<file path="src/blpg_pkg.sv">
`default_nettype none
// ----------------------------------------------------------------------------
// blpg_pkg: shared definitions for the Bresenham line pixel generator
// Screen geometry, field widths, opcodes and the pixel word type.
// ----------------------------------------------------------------------------
package blpg_pkg;

  localparam int SCREEN_WIDTH = 320;

  localparam int COL_W   = 9;
  localparam int ROW_W   = 8;
  localparam int COLOR_W = 8;
  localparam int ADDR_W  = 17;
  localparam int ERR_W   = 11;

  typedef enum logic {
    OP_LOAD = 1'b0,
    OP_STEP = 1'b1
  } opcode_t;

  typedef struct packed {
    logic [ADDR_W-1:0]  address;
    logic [COLOR_W-1:0] color;
    logic               last;
  } pixel_t;

endpackage

`default_nettype wire

</file>
<file path="src/bresenham_line_pixel_generator.sv">
`default_nettype none
// ----------------------------------------------------------------------------
// bresenham_line_pixel_generator: integer line walker for a frame buffer
// A load word (opcode 0) sets up a line from two endpoints and a color and
// produces no output. Each step word (opcode 1) produces one frame-buffer
// write, address = row * 320 + column (mod 2^17), with the last pixel
// flagged; a step with no active line produces nothing. One word is taken
// per clock while in_stall is low: the whole step (address multiply-add, error
// update, end compare) is one level of logic between the line registers and
// the output register, and a one-entry skid register lets the input keep
// flowing while the output is stalled, until the skid entry is full. Each
// pixel is registered in the output or skid register. No clipping is done.
// ----------------------------------------------------------------------------
module bresenham_line_pixel_generator (
  input  wire logic                            clk,
  input  wire logic                            rst,

  input  wire logic                            in_valid,
  output logic                                 in_stall,
  input  wire logic                            opcode,
  input  wire logic [blpg_pkg::COL_W-1:0]      start_x,
  input  wire logic [blpg_pkg::ROW_W-1:0]      start_y,
  input  wire logic [blpg_pkg::COL_W-1:0]      end_x,
  input  wire logic [blpg_pkg::ROW_W-1:0]      end_y,
  input  wire logic [blpg_pkg::COLOR_W-1:0]    line_color,

  output logic                                 out_valid,
  input  wire logic                            out_stall,
  output logic [blpg_pkg::ADDR_W-1:0]          pixel_address,
  output logic [blpg_pkg::COLOR_W-1:0]         pixel_color,
  output logic                                 pixel_last
);

  localparam int CW = blpg_pkg::COL_W;
  localparam int RW = blpg_pkg::ROW_W;
  localparam int EW = blpg_pkg::ERR_W;
  localparam int AW = blpg_pkg::ADDR_W;

  // line state
  logic                          line_active;
  logic                          steep_mode;
  logic [CW-1:0]                 current_col;
  logic [RW-1:0]                 current_row;
  logic [CW-1:0]                 major_end;
  logic                          minor_step_negative;
  logic [CW-1:0]                 major_span;
  logic [CW-1:0]                 minor_span;
  logic signed [EW-1:0]          error_term;
  logic [blpg_pkg::COLOR_W-1:0]  held_color;

  // result pipe
  blpg_pkg::pixel_t out_word;
  blpg_pkg::pixel_t skid_word;
  logic             skid_valid;

  logic             accept;
  logic             is_load;
  logic             emit;
  blpg_pkg::pixel_t new_word;

  // load setup
  logic signed [CW:0]   dx;
  logic signed [CW:0]   dy;
  logic [CW-1:0]        adx;
  logic [CW-1:0]        ady;
  logic                 load_steep;
  logic                 swap;
  logic [CW-1:0]        o_sx;
  logic [RW-1:0]        o_sy;
  logic [CW-1:0]        o_ex;
  logic [RW-1:0]        o_ey;
  logic signed [CW:0]   minor_delta;
  logic [CW-1:0]        load_major_span;
  logic [CW-1:0]        load_major_end;
  logic [CW-1:0]        load_minor_span;

  // step
  logic [CW-1:0]        major_pos;
  logic                 at_end;
  logic [CW-1:0]        col_next;
  logic [RW-1:0]        row_next;
  logic signed [EW-1:0] error_next;

  assign in_stall = skid_valid;
  assign accept   = in_valid && !skid_valid;
  assign is_load  = (opcode == blpg_pkg::OP_LOAD);
  assign emit     = accept && !is_load && line_active;

  always_comb begin
    dx         = $signed({1'b0, end_x}) - $signed({1'b0, start_x});
    dy         = $signed({2'b00, end_y}) - $signed({2'b00, start_y});
    adx        = dx[CW] ? CW'(-dx) : dx[CW-1:0];
    ady        = dy[CW] ? CW'(-dy) : dy[CW-1:0];
    load_steep = !(ady < adx);
    swap       = load_steep ? (start_y > end_y) : (start_x > end_x);
    o_sx       = swap ? end_x : start_x;
    o_sy       = swap ? end_y : start_y;
    o_ex       = swap ? start_x : end_x;
    o_ey       = swap ? start_y : end_y;
    if (load_steep) begin
      load_major_span = CW'(o_ey - o_sy);
      load_major_end  = CW'(o_ey);
      minor_delta     = $signed({1'b0, o_ex}) - $signed({1'b0, o_sx});
    end else begin
      load_major_span = o_ex - o_sx;
      load_major_end  = o_ex;
      minor_delta     = $signed({2'b00, o_ey}) - $signed({2'b00, o_sy});
    end
    load_minor_span = minor_delta[CW] ? CW'(-minor_delta) : minor_delta[CW-1:0];
  end

  always_comb begin
    major_pos = steep_mode ? CW'(current_row) : current_col;
    at_end    = (major_pos == major_end);
    col_next  = current_col;
    row_next  = current_row;
    if (error_term > 0) begin
      if (steep_mode) begin
        col_next = minor_step_negative ? current_col - 1'b1 : current_col + 1'b1;
      end else begin
        row_next = minor_step_negative ? current_row - 1'b1 : current_row + 1'b1;
      end
      error_next = error_term
                 + EW'({minor_span, 1'b0})
                 - EW'({major_span, 1'b0});
    end else begin
      error_next = error_term + EW'({minor_span, 1'b0});
    end
    if (steep_mode) begin
      row_next = current_row + 1'b1;
    end else begin
      col_next = current_col + 1'b1;
    end
    new_word.address = AW'(AW'(current_row) * AW'(blpg_pkg::SCREEN_WIDTH))
                     + AW'(current_col);
    new_word.color   = held_color;
    new_word.last    = at_end;
  end

  always_ff @(posedge clk) begin
    if (rst) begin
      line_active         <= 1'b0;
      steep_mode          <= 1'b0;
      current_col         <= '0;
      current_row         <= '0;
      major_end           <= '0;
      minor_step_negative <= 1'b0;
      major_span          <= '0;
      minor_span          <= '0;
      error_term          <= '0;
      held_color          <= '0;
    end else if (accept) begin
      if (is_load) begin
        line_active         <= 1'b1;
        steep_mode          <= load_steep;
        current_col         <= o_sx;
        current_row         <= o_sy;
        major_end           <= load_major_end;
        minor_step_negative <= minor_delta[CW];
        major_span          <= load_major_span;
        minor_span          <= load_minor_span;
        error_term          <= EW'({load_minor_span, 1'b0}) - EW'(load_major_span);
        held_color          <= line_color;
      end else if (line_active) begin
        if (at_end) begin
          line_active <= 1'b0;
        end else begin
          current_col <= col_next;
          current_row <= row_next;
          error_term  <= error_next;
        end
      end
    end
  end

  // output register with one-entry skid
  always_ff @(posedge clk) begin
    if (rst) begin
      out_valid  <= 1'b0;
      skid_valid <= 1'b0;
    end else if (!out_valid || !out_stall) begin
      if (skid_valid) begin
        out_valid  <= 1'b1;
        skid_valid <= emit;
      end else begin
        out_valid  <= emit;
      end
    end else if (emit) begin
      skid_valid <= 1'b1;
    end
  end

  always_ff @(posedge clk) begin
    if (!out_valid || !out_stall) begin
      if (skid_valid) begin
        out_word  <= skid_word;
        skid_word <= new_word;
      end else begin
        out_word  <= new_word;
      end
    end else if (emit) begin
      skid_word <= new_word;
    end
  end

  assign pixel_address = out_word.address;
  assign pixel_color   = out_word.color;
  assign pixel_last    = out_word.last;

endmodule

`default_nettype wire

</file>
<file path="config.mk">
export PLATFORM = sky130hd
export DESIGN_NAME = bresenham_line_pixel_generator
export DESIGN_NICKNAME = d
export VERILOG_FILES = /design/src/blpg_pkg.sv /design/src/bresenham_line_pixel_generator.sv
export SDC_FILE = /design/constraint.sdc
export NUM_CORES = 1
export LEC_CHECK = 0
export ABC_AREA = 1
export BUFFER_PORTS_ARGS = -buffer_cell sky130_fd_sc_hd__buf_2
export CAP_MARGIN = 40
export CORE_MARGIN = 1.5
export CORE_UTILIZATION = 45
export CTS_BUF_LIST = sky130_fd_sc_hd__clkbuf_8
export DETAILED_ROUTE_END_ITERATION = 10
export PLACE_DENSITY = 0.66
export SYNTH_ARGS = -nofsm -noshare
export SYNTH_HDL_FRONTEND = slang
export SYNTH_SLANG_ARGS = --single-unit
</file>
<file path="constraint.sdc">
create_clock -name clk -period 7.31 [get_ports clk]
set_input_delay 0.3655 -clock clk [delete_from_list [all_inputs] [get_ports clk]]
set_output_delay 0.3655 -clock clk [all_outputs]
set_load 0.01 [all_outputs]
</file>
# ---- Yosys cells after proc, flatten, opt, wreduce, memory -nomap -nowiden
# Cells that the tools add are included.
dict set report totals {
  regBits 120
  inputBits 47
  output_inout_bits 28
  elab_cells 100
}
dict set report op_classes {
  n_addsub 17
  multipliers 1
  magnitude_cmp 4
  eq_ne 6
  muxes 39
  n_bitwise 1
  reduce_logical 14
}
# op n
set op_table {}
lappend op_table {{9-bit 2-to-1 mux} 14}
lappend op_table {{26-bit 2-to-1 mux} 4}
lappend op_table {{8-bit 2-to-1 mux} 8}
lappend op_table {{11-bit 2-to-1 mux} 4}
lappend op_table {{9-bit negation} 3}
lappend op_table {{8-bit by 8-bit subtractor with 9-bit output} 3}
lappend op_table {{9-bit by 9-bit subtractor with 10-bit output} 2}
lappend op_table {{17-bit by 9-bit adder with 17-bit output} 1}
lappend op_table {{11-bit by 10-bit adder with 11-bit output} 1}
lappend op_table {{11-bit by 1-bit > comparator with 1-bit output, second input constant} 1}
lappend op_table {{8-bit by 3-bit multiplier with 11-bit output, second input constant} 1}
lappend op_table {{10-bit by 9-bit subtractor with 11-bit output} 1}
lappend op_table {{11-bit by 10-bit subtractor with 11-bit output} 1}
lappend op_table {{10-bit 2-to-1 mux} 1}
lappend op_table {{9-bit by 1-bit adder with 9-bit output, second input constant} 1}
lappend op_table {{9-bit == test} 1}
lappend op_table {{9-bit > comparator} 1}
lappend op_table {{9-bit < comparator} 1}
lappend op_table {{9-bit by 1-bit subtractor with 9-bit output, second input constant} 1}
lappend op_table {{9-bit subtractor} 1}
lappend op_table {{8-bit by 1-bit adder with 8-bit output, second input constant} 1}
lappend op_table {{8-bit > comparator} 1}
lappend op_table {{1-bit 2-to-1 mux} 8}
lappend op_table {{4-bit AND reduction} 2}
lappend op_table {{12 further kinds} 19}

# ---- Logic depth before layout (Yosys ltp)
dict set report logic_depth {
  depth_word 12
  depth_mapped 54
}

# ---- Least setup slack after synthesis
# Ideal clock, no wire load.
dict set report synth_timing {
  kind {input -> register}
  startpoint {input port start_x[4] (netlist name)}
  endpoint {register error_term[9]}
  setup_time_ns 0.131
  arrival_ns 6.089
  required_time_ns 7.179
  setup_slack_ns 1.090
  path_stages 50
  n_path_buf 4
  cell_sequence {inv_1 -> ha_1 -> buf_6 -> nand2_1 -> or2_2 -> and3_1 -> xor2_1 -> inv_1 -> nand3b_1 -> nor2_1 -> a21oi_1 -> xnor2_1 -> inv_1 -> ha_1 -> a21o_1 -> nor2_1 -> nand3_2 -> inv_2 -> (+14 left out) -> nand2_1 -> and2_1 -> buf_6 -> o21ai_0 -> ha_1 -> nand2_1 -> o21ai_0 -> inv_1 -> o21ai_0 -> a21oi_1 -> o21bai_1 -> a21oi_1 -> o21ai_0 -> inv_1 -> nand3_1 -> nand3_1 -> nand2_1 -> a21oi_2}
}
dict set report synth_via {
  elab_chain_len 12
  word_cells_on_any_way 20
}
# element line
set synth_rtl {}
lappend synth_rtl {{start: declaration} bresenham_line_pixel_generator.sv:21} ;# input wire logic [blpg_pkg::COL_W-1:0] start_x,
lappend synth_rtl {{9-bit by 9-bit subtractor with 10-bit output} bresenham_line_pixel_generator.sv:90} ;# dx = $signed({1'b0, end_x}) - $signed({1'b0, start_x});
lappend synth_rtl {{9-bit negation} bresenham_line_pixel_generator.sv:92} ;# adx = dx[CW] ? CW'(-dx) : dx[CW-1:0];
lappend synth_rtl {{9-bit 2-to-1 mux} bresenham_line_pixel_generator.sv:92}
lappend synth_rtl {{9-bit < comparator} bresenham_line_pixel_generator.sv:94} ;# load_steep = !(ady < adx);
lappend synth_rtl {{1-bit 2-to-1 mux} bresenham_line_pixel_generator.sv:95} ;# swap = load_steep ? (start_y > end_y) : (start_x > end_x);
lappend synth_rtl {{9-bit 2-to-1 mux, or another cell as far along} bresenham_line_pixel_generator.sv:98} ;# o_ex = swap ? start_x : end_x;
lappend synth_rtl {{9-bit by 9-bit subtractor with 10-bit output or 8-bit by 8-bit subtractor with 9-bit output (tied branches)} {bresenham_line_pixel_generator.sv:103, bresenham_line_pixel_generator.sv:107}}
lappend synth_rtl {{10-bit 2-to-1 mux (*)} bresenham_line_pixel_generator.sv:100} ;# if (load_steep) begin
lappend synth_rtl {{9-bit negation} bresenham_line_pixel_generator.sv:109} ;# load_minor_span = minor_delta[CW] ? CW'(-minor_delta) : minor_delta[CW-1:0];
lappend synth_rtl {{9-bit 2-to-1 mux (*)} bresenham_line_pixel_generator.sv:109}
lappend synth_rtl {{named net load_minor_span[1]} bresenham_line_pixel_generator.sv:75} ;# logic [CW-1:0] load_minor_span;
lappend synth_rtl {{10-bit by 9-bit subtractor with 11-bit output (*)} bresenham_line_pixel_generator.sv:162} ;# error_term <= EW'({load_minor_span, 1'b0}) - EW'(load_major_span);
lappend synth_rtl {{11-bit 2-to-1 mux (*)} bresenham_line_pixel_generator.sv:153} ;# if (is_load) begin
lappend synth_rtl {{end signal: assignment} bresenham_line_pixel_generator.sv:162}
lappend synth_rtl {{end signal: assignment} bresenham_line_pixel_generator.sv:170} ;# error_term <= error_next;
lappend synth_rtl {{end: declaration} bresenham_line_pixel_generator.sv:48} ;# logic signed [EW-1:0] error_term;
# The timed path passes the listed nets; every way through them passes the cells marked *.
# A chain may end at the register's enable or synchronous reset.

# ---- Worst setup path in the final report
dict set report layout_timing {
  startpoint {input port start_x[2] (netlist name)}
  endpoint {register error_term[9]}
}
# Same word-level chain as after synthesis.

==> results_dict.tcl <==
set metrics [dict create \
    core_area_um2 21800 \
    start_util_pct 45.8 \
    design_area_um2 11000 \
    grt.overflow.total 0 \
    clk_pin_slew_ns 0.08 \
    timing.slew.headroom_pct 50.9 \
    slew_violations 0 \
    critical_path_class "primary input to flop" \
    die_x_um 152 \
    postSynthAreaPerCell_um2 6.92 \
    status "complete, no violations" \
    synth_edf_count 52 \
    cts_made_buffers 17 \
    cts_setup_buffers 0 \
    yosys-top-cells-area "edfxtp_1, nand2_1, dfxtp_1" \
    io_pins 75 \
    critPathCaptureType "flop" \
    cp-start-kind "primary input" \
    fin_crit_sh_pct 90.1 \
    place_hpwl_um 21400 \
    worst_pin_slew_ns 0.736 \
    ys_ff_latch 120 \
    antenna_cells 0 \
    holdWs_ns 0.208 \
    synth-seq-area-share_pct 29.2 \
    synth_cell_types 52 \
    finalPower_w 0.00445 \
    route.vias.total 9521 \
    crit_slowest_cell "ha_1" \
    drcViolationCount 0 \
    drive_gt1_share_pct 11.1 \
    netlist_area_um2 10000 \
    p_leak_nw 5.46 \
    gp_congestion 0.966 \
    grt_pass1_vias 9125 \
    syn-num-nets 1574 \
    synthFlopType "dfxtp_1" \
    cts-htree-levels 4 \
    cap_violations 0 \
    root_buffer "clkbuf_8" \
    cts.path.max_buffers 2 \
    fmax_mhz 152 \
    clkSinkCount 120 \
    synthArstFlopShare_pct 0 \
    period_needed_ns 6.59 \
    viasPerCell 5.31 \
    p_per_area_nw_per_um2 406 \
    fp.dieH_um 152 \
    peakVddDrop_v 0.000293 \
    synth_top_area_share_pct 15.6 \
    rows 54 \
    drt-total-wl_um 27000 \
    grt_pass1_wl_um 44700 \
    finalSetupTns_ns 0 \
    finalClockSkew_ns 0.0154 \
    hold_viol_final 0 \
    rsz0062_at_grt "false" \
    yosys.area.top_type "edfxtp_1" \
    syn_to_final_growth_pct 9.70 \
    nNetsFinal 1630 \
    firstDrtPassIters 5 \
    ys_warn_count 0 \
    clock_latency_ns 0.44 \
    max_stage_delay_ns 0.43 \
    mostFrequentLayoutCells "nand2_1, inv_1, o21ai_0" \
    io_buffer_count 74 \
    netlist_instances 1445 \
    cts_tree "done" \
    ant_nets 0 \
    grt_usage_pct 23.7 \
    antenna_found_initial 0 \
    critical_path_arrival_ns 6.90 \
    nFillCells 2213 \
    final_common_cell "nand2_1" \
    required_ns 7.62 \
    post-route-util_pct 50.3 \
    finalSetupViolations 0 \
    drt-initial-drc-count 766 \
    placed_cell_area_um2 10600 \
    crit_fanout 9 \
    dieArea_um2 23100 \
    wl_per_cell_um 15.1 \
    grt_max_degree 44 \
    hold_class "primary input to flop" \
]
-- per-layer routing --
metal	track usage (%)	up-vias	wire [µm]
met5	0	-	0
met4	9.99	0	838
met3	3.11	52	1450
met2	38.2	305	12300
met1	31.8	4312	12500
li1	-	4852	-
-- power by group --
part,internal [W],switching [W],total (W)
clock network,0.000278,0.000289,0.000568
registers,0.000826,0.0000903,0.000916
logic,0.00107,0.00189,0.00297
total,0.00218,0.00227,0.00445
-- registers in the layout, indices dropped and copies added (netlist names) --
name,cells
major_span,9
minor_span,9
minor_step_negative,1
pixel_color,8
in_stall,1
skid_word,26
steep_mode,1
pixel_last,1
error_term,11
pixel_address,17
line_active,1
major_end,9
current_col,9
current_row,8
out_valid,1
held_color,8
-- layout make-up --
class / count / area (µm²) / area share (%)
multi-input cells: 1067 / 6030 / 55.0
flip-flops and latches: 120 / 2920 / 26.6
inverters: 207 / 777 / 7.08
repair buffers: 88 / 513 / 4.68
well taps: 280 / 350 / 3.19
clock buffers: 18 / 248 / 2.26
clock inverters: 14 / 125 / 1.14
-- worst paths after layout --
| kind | startpoint | end | slack [ns] | depth (start not counted) |
|---|---|---|---|---|
| worst max register to register | minor_span[0] | error_term[10] | 3.66 | 23 |
| worst min register to register | held_color[3] | skid_word[4] | 0.43 | 0 |
| worst max-delay path | start_x[2] | error_term[9] | 0.72 | 49 |
| worst min-delay path | line_color[3] | held_color[3] | 0.21 | 3 |
-- critical path: cells and delay by family --
| family | cells | cell delay (ns) |
|---|---|---|
| AO/OA/AOI/OAI | 9 | 1.33 |
| AND/OR/NAND/NOR | 23 | 2.54 |
| XOR/XNOR | 3 | 0.56 |
| adder cells (fa/ha/maj) | 4 | 1.22 |
| buffers and inverters | 10 | 0.87 |
-- Yosys cell counts (3+ instances only) --
library cell	n
nand2_1	369
inv_1	200
o21ai_0	112
nor2_1	101
a21oi_1	93
nand3_1	83
ha_1	75
dfxtp_1	68
xor2_1	55
edfxtp_1	52
clkbuf_1	37
xnor2_1	23
nand2_2	17
nor3_1	14
a211oi_1	12
nand4_1	12
a31oi_1	11
o211ai_1	11
o21ai_1	8
buf_6	7
fa_1	7
nand3_2	6
or2_2	6
inv_2	5
o21bai_1	5
o31ai_1	5
a21oi_2	4
a221oi_1	4
nand2_4	4
o22ai_1	4
buf_2	3
nand3b_1	3
-- cell families after synthesis --
kind of cell	synth area share [%]
buf+inv	10.6
xor+xnor	6.83
flops	29.2
fa+ha+maj	10.8
simple gates	26.4
compound gates	16.1
-- through the flow --
step | setup slack (ns) | cells
5_1_grt | 0.0208 | 1794
3_5_place_dp | 0.167 | 1762
3_3_place_gp | 0.381 | 1759
2_1_floorplan | 1.09 | 1445
4_1_cts | 0.638 | 1794
6_report | 0.720 | 1794
-- repair_timing --
item,in CTS,in global routing
resized for setup,0,4
hold buffers,0,0
setup endpoints to repair,0,2
Power figures use the tool's default switching activity.
